===== src/sv/qfpa_pkg.sv =====
// Shared types and constants for the quad and fan primitive assembler.
// Holds mode and opcode codes, the queue command format and the emit schedule.
// No dependencies.
`default_nettype none

package qfpa_pkg;

    localparam int HANDLE_W = 16;

    // Attribute store has 65536 slots, so a 16-bit handle never needs reducing.
    localparam int QUEUE_DEPTH = 4;
    localparam int QUEUE_AW    = $clog2(QUEUE_DEPTH);

    localparam logic [2:0] COUNT_MAX = 3'd7;

    localparam logic [1:0] MODE_PASS    = 2'd0;
    localparam logic [1:0] MODE_QUADS   = 2'd1;
    localparam logic [1:0] MODE_POLYGON = 2'd2;

    localparam logic OP_VERTEX = 1'b0;
    localparam logic OP_END    = 1'b1;

    localparam logic [1:0] SEL_H0 = 2'd0;
    localparam logic [1:0] SEL_H1 = 2'd1;
    localparam logic [1:0] SEL_H2 = 2'd2;
    localparam logic [1:0] SEL_H3 = 2'd3;

    // Longest command (a split quad) emits six results.
    localparam logic [2:0] STEP_MAX = 3'd5;

    typedef enum logic [2:0] {
        K_PASS,
        K_QUAD,
        K_FAN,
        K_END,
        K_END_TRI
    } t_kind;

    typedef struct packed {
        t_kind               kind;
        logic [HANDLE_W-1:0] h0;
        logic [HANDLE_W-1:0] h1;
        logic [HANDLE_W-1:0] h2;
        logic [HANDLE_W-1:0] h3;
    } t_cmd;

    typedef struct packed {
        logic [1:0] sel;
        logic       marker;
        logic       last;
    } t_step;

    // Which handle (or the end marker) goes out at a given step of a command.
    function automatic t_step step_info(t_kind kind, logic [2:0] step);
        t_step s;
        s = '0;
        case (kind)
            K_PASS: begin
                s.sel  = SEL_H3;
                s.last = 1'b1;
            end
            K_QUAD: begin
                case (step)
                    3'd0: s.sel = SEL_H0;
                    3'd1: s.sel = SEL_H1;
                    3'd2: s.sel = SEL_H2;
                    3'd3: s.sel = SEL_H0;
                    3'd4: s.sel = SEL_H2;
                    default: begin
                        s.sel  = SEL_H3;
                        s.last = 1'b1;
                    end
                endcase
            end
            K_FAN: begin
                case (step)
                    3'd0: s.sel = SEL_H0;
                    3'd1: s.sel = SEL_H1;
                    default: begin
                        s.sel  = SEL_H3;
                        s.last = 1'b1;
                    end
                endcase
            end
            K_END_TRI: begin
                case (step)
                    3'd0: s.sel = SEL_H0;
                    3'd1: s.sel = SEL_H1;
                    3'd2: s.sel = SEL_H2;
                    default: begin
                        s.marker = 1'b1;
                        s.last   = 1'b1;
                    end
                endcase
            end
            default: begin
                s.marker = 1'b1;
                s.last   = 1'b1;
            end
        endcase
        return s;
    endfunction

endpackage

`default_nettype wire


===== src/sv/qfpa_front.sv =====
// Front end: holds the mode register and batch state, classifies each accepted
// item and produces the command for the back end. Depends on qfpa_pkg.
`default_nettype none

module qfpa_front
    import qfpa_pkg::*;
(
    input  wire logic                i_clk,
    input  wire logic                i_rst_n,
    input  wire logic                i_cfg_valid,
    input  wire logic [1:0]          i_prim_mode,
    input  wire logic                i_accept,
    input  wire logic                i_opcode,
    input  wire logic [HANDLE_W-1:0] i_vertex_handle,
    output      logic                o_push,
    output      t_cmd                o_cmd
);

    logic [1:0]          r_prim_mode;
    logic [1:0]          r_pos,   n_pos;
    logic [2:0]          r_count, n_count;
    logic [HANDLE_W-1:0] r_held [3];
    logic [HANDLE_W-1:0] n_held [3];
    logic                want_push;

    always_comb begin
        want_push = 1'b0;
        o_cmd.kind = K_END;
        o_cmd.h0 = r_held[0];
        o_cmd.h1 = r_held[1];
        o_cmd.h2 = r_held[2];
        o_cmd.h3 = i_vertex_handle;
        n_pos   = r_pos;
        n_count = r_count;
        n_held  = r_held;

        if (i_opcode == OP_END) begin
            want_push  = 1'b1;
            o_cmd.kind = (r_prim_mode == MODE_QUADS && r_count == 3'd3) ? K_END_TRI : K_END;
            n_pos   = 2'd0;
            n_count = 3'd0;
        end else begin
            case (r_prim_mode)
                MODE_QUADS: begin
                    if (r_pos == 2'd3) begin
                        want_push  = 1'b1;
                        o_cmd.kind = K_QUAD;
                        n_pos      = 2'd0;
                    end else begin
                        case (r_pos)
                            2'd0:    n_held[0] = i_vertex_handle;
                            2'd1:    n_held[1] = i_vertex_handle;
                            default: n_held[2] = i_vertex_handle;
                        endcase
                        n_pos = r_pos + 2'd1;
                    end
                end
                MODE_POLYGON: begin
                    if (r_count == 3'd0) begin
                        n_held[0] = i_vertex_handle;
                    end else begin
                        if (r_count >= 3'd2) begin
                            want_push  = 1'b1;
                            o_cmd.kind = K_FAN;
                        end
                        n_held[1] = i_vertex_handle;
                    end
                end
                default: begin
                    want_push  = 1'b1;
                    o_cmd.kind = K_PASS;
                end
            endcase
            if (r_count != COUNT_MAX) begin
                n_count = r_count + 3'd1;
            end
        end
    end

    assign o_push = i_accept && want_push;

    always_ff @(posedge i_clk) begin
        if (!i_rst_n) begin
            r_prim_mode <= MODE_PASS;
            r_pos       <= 2'd0;
            r_count     <= 3'd0;
        end else begin
            if (i_cfg_valid) begin
                r_prim_mode <= i_prim_mode;
            end
            if (i_accept) begin
                r_pos   <= n_pos;
                r_count <= n_count;
            end
        end
    end

    // Held vertices are undefined until written; no reset.
    always_ff @(posedge i_clk) begin
        if (i_accept) begin
            r_held <= n_held;
        end
    end

endmodule

`default_nettype wire


===== src/sv/qfpa_cmd_queue.sv =====
// Short command queue between the front and back ends.
// Four entries of t_cmd, first in first out. Depends on qfpa_pkg.
`default_nettype none

module qfpa_cmd_queue
    import qfpa_pkg::*;
(
    input  wire logic i_clk,
    input  wire logic i_rst_n,
    input  wire logic i_push,
    input  wire t_cmd i_cmd,
    input  wire logic i_pop,
    output      t_cmd o_head,
    output      logic o_full,
    output      logic o_empty
);

    t_cmd                r_entry [QUEUE_DEPTH];
    logic [QUEUE_AW-1:0] r_wr;
    logic [QUEUE_AW-1:0] r_rd;
    logic [QUEUE_AW:0]   r_count;

    assign o_head  = r_entry[r_rd];
    assign o_full  = (r_count == QUEUE_AW'(0) + (QUEUE_AW+1)'(QUEUE_DEPTH));
    assign o_empty = (r_count == '0);

    always_ff @(posedge i_clk) begin
        if (!i_rst_n) begin
            r_wr    <= '0;
            r_rd    <= '0;
            r_count <= '0;
        end else begin
            if (i_push) begin
                r_wr <= r_wr + QUEUE_AW'(1);
            end
            if (i_pop) begin
                r_rd <= r_rd + QUEUE_AW'(1);
            end
            case ({i_push, i_pop})
                2'b10:   r_count <= r_count + (QUEUE_AW+1)'(1);
                2'b01:   r_count <= r_count - (QUEUE_AW+1)'(1);
                default: r_count <= r_count;
            endcase
        end
    end

    always_ff @(posedge i_clk) begin
        if (i_push) begin
            r_entry[r_wr] <= i_cmd;
        end
    end

endmodule

`default_nettype wire


===== src/sv/qfpa_back.sv =====
// Back end: steps through the command at the head of the queue, one result per
// cycle while the receiver does not stall, into the output register. Depends on qfpa_pkg.
`default_nettype none

module qfpa_back
    import qfpa_pkg::*;
(
    input  wire logic                i_clk,
    input  wire logic                i_rst_n,
    input  wire t_cmd                i_head,
    input  wire logic                i_empty,
    output      logic                o_pop,
    output      logic                o_valid,
    input  wire logic                i_stall,
    output      logic [HANDLE_W-1:0] o_out_handle,
    output      logic                o_handle_valid,
    output      logic                o_run_last,
    output      logic                o_batch_done
);

    logic [2:0]          r_step;
    logic                r_valid;
    logic [HANDLE_W-1:0] r_handle;
    logic                r_hvalid;
    logic                r_last;
    logic                r_done;
    logic                advance;
    logic                issue;
    t_step               st;
    logic [HANDLE_W-1:0] sel_handle;

    assign advance = !r_valid || !i_stall;
    assign issue   = advance && !i_empty;
    assign st      = step_info(i_head.kind, r_step);
    assign o_pop   = issue && st.last;

    always_comb begin
        case (st.sel)
            SEL_H0:  sel_handle = i_head.h0;
            SEL_H1:  sel_handle = i_head.h1;
            SEL_H2:  sel_handle = i_head.h2;
            default: sel_handle = i_head.h3;
        endcase
    end

    always_ff @(posedge i_clk) begin
        if (!i_rst_n) begin
            r_step  <= 3'd0;
            r_valid <= 1'b0;
        end else if (advance) begin
            r_valid <= issue;
            if (issue) begin
                r_step <= st.last ? 3'd0 : r_step + 3'd1;
            end
        end
    end

    always_ff @(posedge i_clk) begin
        if (issue) begin
            r_handle <= st.marker ? '0 : sel_handle;
            r_hvalid <= !st.marker;
            r_last   <= st.last;
            r_done   <= st.marker;
        end
    end

    assign o_valid        = r_valid;
    assign o_out_handle   = r_handle;
    assign o_handle_valid = r_hvalid;
    assign o_run_last     = r_last;
    assign o_batch_done   = r_done;

    // A command in progress stays at the head of the queue.
    a_step_needs_head: assert property (@(posedge i_clk) disable iff (!i_rst_n)
        r_step != 3'd0 |-> !i_empty)
        else $error("step counter running with empty queue");

    a_step_bound: assert property (@(posedge i_clk) disable iff (!i_rst_n)
        r_step <= STEP_MAX)
        else $error("step counter beyond longest command");

    a_marker_closes: assert property (@(posedge i_clk) disable iff (!i_rst_n)
        r_valid && r_done |-> r_last && !r_hvalid)
        else $error("end marker not last or carries a handle");

    a_pop_resets_step: assert property (@(posedge i_clk) disable iff (!i_rst_n)
        o_pop |=> r_step == 3'd0)
        else $error("step counter not cleared after pop");

endmodule

`default_nettype wire


===== src/sv/quad_and_fan_primitive_assembler.sv =====
// Quad and fan primitive assembler: turns batches of vertex handles into a
// triangle list of handles. The back end emits one result per cycle while the
// receiver does not stall. An item yields one result for a pass-through vertex
// or an end marker, three per fanned polygon vertex, six per fourth quad vertex
// (a result and a half per vertex sustained), four for a three-vertex quad
// batch end. Items that emit nothing push no command. The front end accepts
// one item per cycle while its four-entry command queue has room; the output
// register lets a new result load in the same cycle the previous one is taken.
// Depends on qfpa_pkg, qfpa_front, qfpa_cmd_queue and qfpa_back.
`default_nettype none

module quad_and_fan_primitive_assembler
    import qfpa_pkg::*;
(
    input  wire logic                i_clk,
    input  wire logic                i_rst_n,
    input  wire logic                i_cfg_valid,
    output      logic                o_cfg_ready,
    input  wire logic [1:0]          i_prim_mode,
    input  wire logic                i_valid,
    output      logic                o_stall,
    input  wire logic                i_opcode,
    input  wire logic [HANDLE_W-1:0] i_vertex_handle,
    output      logic                o_valid,
    input  wire logic                i_stall,
    output      logic [HANDLE_W-1:0] o_out_handle,
    output      logic                o_handle_valid,
    output      logic                o_run_last,
    output      logic                o_batch_done
);

    logic accept;
    logic push;
    logic pop;
    logic full;
    logic empty;
    t_cmd cmd;
    t_cmd head;

    assign o_cfg_ready = 1'b1;
    assign o_stall     = full;
    assign accept      = i_valid && !full;

    qfpa_front u_front (
        .i_clk           (i_clk),
        .i_rst_n         (i_rst_n),
        .i_cfg_valid     (i_cfg_valid),
        .i_prim_mode     (i_prim_mode),
        .i_accept        (accept),
        .i_opcode        (i_opcode),
        .i_vertex_handle (i_vertex_handle),
        .o_push          (push),
        .o_cmd           (cmd)
    );

    qfpa_cmd_queue u_queue (
        .i_clk   (i_clk),
        .i_rst_n (i_rst_n),
        .i_push  (push),
        .i_cmd   (cmd),
        .i_pop   (pop),
        .o_head  (head),
        .o_full  (full),
        .o_empty (empty)
    );

    qfpa_back u_back (
        .i_clk          (i_clk),
        .i_rst_n        (i_rst_n),
        .i_head         (head),
        .i_empty        (empty),
        .o_pop          (pop),
        .o_valid        (o_valid),
        .i_stall        (i_stall),
        .o_out_handle   (o_out_handle),
        .o_handle_valid (o_handle_valid),
        .o_run_last     (o_run_last),
        .o_batch_done   (o_batch_done)
    );

endmodule

`default_nettype wire


===== config.mk =====
export PLATFORM = sky130hd
export DESIGN_NAME = quad_and_fan_primitive_assembler
export DESIGN_NICKNAME = d
export VERILOG_FILES = /design/src/sv/qfpa_pkg.sv /design/src/sv/qfpa_front.sv /design/src/sv/qfpa_cmd_queue.sv /design/src/sv/qfpa_back.sv /design/src/sv/quad_and_fan_primitive_assembler.sv
export SDC_FILE = /design/constraint.sdc
export NUM_CORES = 1
export LEC_CHECK = 0
export BUFFER_PORTS_ARGS = -buffer_cell sky130_fd_sc_hd__buf_2
export CAP_MARGIN = 40
export CORE_MARGIN = 10
export CORE_UTILIZATION = 55
export DETAILED_ROUTE_END_ITERATION = 8
export GPL_ROUTABILITY_DRIVEN = 0
export PLACE_DENSITY = 0.75
export SLEW_MARGIN = 20
export SYNTH_ARGS = -nofsm -noshare
export SYNTH_HDL_FRONTEND = slang
export SYNTH_SLANG_ARGS = --single-unit

===== constraint.sdc =====
create_clock -name i_clk -period 6.06 [get_ports i_clk]
set_clock_uncertainty 0.15 [all_clocks]
set_input_delay 0.909 -clock i_clk [delete_from_list [all_inputs] [get_ports i_clk]]
set_output_delay 0.909 -clock i_clk [all_outputs]
set_load 0.03 [all_outputs]

==> results.py <==
metrics = {
    "worst_setup_path": {
        "worst-path-buf-inv": 2,
        "cp-start-kind": "flip-flop",
        "path_cells": "buf_12 > mux4_2 > or2_1 > o2111a_1 > nor3b_2 > ha_1 > inv_1 > fa_1 > xor2_1 > or3_1 > a21boi_0",
        "critical_path.slowest_cell": "mux4_2",
        "cp-end-kind": "flip-flop",
        "crit_type": "reg -> reg",
        "critPathMaxStageDelay_ps": 670,
        "cp.required_ps": 6340,
        "crit_arrival_ps": 4300,
        "path_max_fanout": 25,
        "crit_family": "simple AND/OR/NAND/NOR gates",
    },
    "timing": {
        "slew_violations": 0,
        "min_period_ps": 4022,
        "worst_pin_slew_ps": 704.1,
        "rsz0062_at_grt": "no",
        "finalSetupTns_ps": 0,
        "setup_ws_ps": 2038,
        "clock.fmax_mhz": 248.7,
        "hold_viol": 0,
        "max-slew-margin-rel_pct": 53.06,
        "setup_viol": 0,
        "fin_crit_sh_pct": 66.36,
    },
    "floorplanning": {
        "core_area_sq_um": 25330,
        "die_h_um": 181.1,
        "dieArea_sq_um": 32790,
        "ioPinCount": 46,
        "fp-row-count": 58,
        "start_util_pct": 56.34,
        "die_w_um": 181.1,
    },
    "global_routing": {
        "grt_remaining_overflow": 0,
        "grt_pass1_wl_um": 43620,
        "grt_antenna_before_repair": 1,
        "grt_max_degree": 44,
        "grt_util_all_layers_pct": 16.87,
        "grt_pass1_vias": 7737,
    },
    "cells_and_area": {
        "final_nets": 889,
        "insertedDiodeCount": 0,
        "fillers": 1654,
        "drive_gt1_share_pct": 23.33,
        "area_growth_syn_to_layout_pct": 13.33,
    },
    "placed_design": {
        "portBuffers": 44,
        "dp_hpwl_um": 17450,
        "place_ws_ps": 1989,
    },
    "synth": {
        "synthArstFlopShare_pct": 0,
        "seq_area_frac_synth_pct": 73.31,
        "synth-edff-count": 335,
        "synth_nets": 827,
        "synthDominantCellAreaShare_pct": 70.50,
        "synth_area_per_cell_sq_um": 18.22,
        "synth_top_area_cell": "edfxtp_1",
        "synthTopCellsByCount": "edfxtp_1 (335), nand2_1 (77), mux4_2 (67), o211ai_1 (64), clkbuf_1 (30)",
        "syn_area_sq_um": 14270,
        "ys_types": 51,
        "syn_inst": 783,
        "yosys_warnings": 0,
        "synth_area_leaders": "edfxtp_1 (71%), mux4_2 (11%), o211ai_1 (3.4%), dfxtp_1 (2.8%), nand2_1 (2.0%)",
        "synth_ff_type": "edfxtp_1",
        "ys_ff_latch": 355,
        "synth_most_common_cell": "edfxtp_1",
    },
    "detailed_routing": {
        "drt-total-wl_um": 28070,
        "first_iter_violations": 532,
        "vias": 7395,
        "drc": 0,
        "dr.pass1.iters": 5,
        "viasPerCell": 6.163,
        "antenna_left": 0,
        "avgRoutedWirePerCell_um": 23.39,
    },
    "pwr": {
        "power.total_mw": 6.886,
        "p_per_area_nw_per_um2": 425.9,
        "vdd_drop_max_mv": 0.2641,
        "p_leak_nw": 5.188,
    },
    "clock_tree": {
        "cts_tree": "done",
        "clkSlewWorstSetupHoldPaths_ps": 60,
        "clkSinkCount": 355,
        "clkLatencyLatePin_ps": 510,
        "cts_buffer_depth": 3,
        "ctsHoldBuffers": 0,
        "cts_resized": 0,
        "post-cts-setup-buffers": 0,
        "cts_buffers": 36,
        "root_buffer": "clkbuf_16",
        "cts_max_level": 2,
    },
    "job": {
        "max-cap-violations": 0,
    },
    "min_path": {
        "hp-class": "reg -> reg",
    },
    "status": {
        "status": "finished clean",
    },
}
-- cell usage in the layout, fill, tap and decap left out, types with 3 or more instances in the layout --
master | Yosys | final
a21boi_0 | 4 | 4
a21oi_1 | 10 | 9
a22o_1 | 16 | 16
and2_1 | 24 | 20
and2_2 | 0 | 4
buf_12 | 0 | 4
buf_2 | 10 | 44
buf_4 | 1 | 12
buf_8 | 0 | 4
bufinv_16 | 0 | 3
clkbuf_1 | 30 | 9
clkbuf_16 | 0 | 36
clkinv_1 | 0 | 6
clkinv_2 | 0 | 5
dfxtp_1 | 20 | 18
edfxtp_1 | 335 | 335
ha_1 | 19 | 19
inv_1 | 22 | 22
mux2i_1 | 11 | 11
mux4_2 | 67 | 67
nand2_1 | 77 | 77
nand2b_1 | 3 | 3
nand3_1 | 3 | 3
nor2_1 | 6 | 6
nor2b_1 | 8 | 8
nor3_1 | 7 | 6
o211ai_1 | 64 | 64
o21ai_0 | 7 | 7
o21ba_2 | 3 | 3
o31ai_1 | 3 | 3
-- where the power goes --
| part | internal, mW | switching (mW) |
|---|---|---|
| Clock | 1.23 | 0.859 |
| Sequential | 3.01 | 0.136 |
| Combinational | 0.669 | 0.987 |
| Total | 4.90 | 1.98 |
-- worst min-delay path, stage by stage (launching register included) --
cell	delay [ps]
dfxtp_1	300
nand2_1	50
mux2i_1	80
-- worst paths after layout --
check / start / to / slack (ps) / cells past startpoint
setup / recovery: flip-flop / u_queue.r_count[2]$_SDFFE_PN0P_ / 2040 / 11
hold / removal: u_queue.r_rd[1]$_SDFFE_PN0P_ / flip-flop / 340 / 2
setup reg to reg: flip-flop / u_queue.r_count[2]$_SDFFE_PN0P_ / 2040 / 11
hold reg to reg: u_queue.r_rd[1]$_SDFFE_PN0P_ / flip-flop / 340 / 2
-- logic make-up (layout without fill, tap and decap cells) --
logic type,count (synthesis),after routing,share of synthesized area (%)
AO/OA/AOI/OAI,120,120,6.577
flip-flops,355,355,73.31
multiplexers,79,79,11.43
adder cells (fa/ha/maj),20,20,1.806
XOR/XNOR,3,3,0.1842
other,1,1,0.02628
buffers and inverters,65,152,1.929
AND/OR/NAND/NOR,140,140,4.744
-- metrics by stage --
step | hold slack (ps) | utilization [%] | cell area, sq um | instances
2_1_floorplan | 295.1 | - | 14270 | 783
5_1_grt | 353.6 | 63.85 | 16170 | 1200
4_1_cts | 343.0 | 63.74 | 16140 | 1198
3_3_place_gp | 314.3 | 58.64 | 14850 | 1126
6_report | 339.8 | 63.85 | 16170 | 1200
3_5_place_dp | 329.2 | 59.35 | 15030 | 1135
-- area by class of cell --
cell class / instances / area, sq um / area share (%)
sequential: 355 / 10470 / 64.72
multi-input combinational: 363 / 3581 / 22.14
clock buffer: 46 / 942.2 / 5.826
timing repair buffer: 67 / 516.7 / 3.196
tap: 330 / 412.9 / 2.553
clock inverter: 17 / 170.2 / 1.052
inverter: 22 / 82.58 / 0.5107
-- registers in the layout (all words and copies together) (netlist names), named ones only --
signal and flops:
u_back.o_batch_done 1, u_back.o_handle_valid 1, u_back.o_out_handle 16, u_back.o_run_last 1, u_back.o_valid 1, u_back.r_step 3, u_front.o_cmd 48, u_front.r_count 3
u_front.r_pos 2, u_front.r_prim_mode 2, u_queue.r_count 3, u_queue.r_entry 268, u_queue.r_rd 2, u_queue.r_wr 2
-- per-layer routing --
| layer | vias up | share of wire [%] | global-route usage (%) |
|---|---|---|---|
| li1 | 3260 | - | - |
| met1 | 3770 | 39 | 20.92 |
| met2 | 296 | 51 | 28.29 |
| met3 | 67 | 7.0 | 3.876 |
| met4 | 2 | 2.8 | 6.573 |
| met5 | - | 0.046 | 0 |
Power figures use the tool's default switching activity.
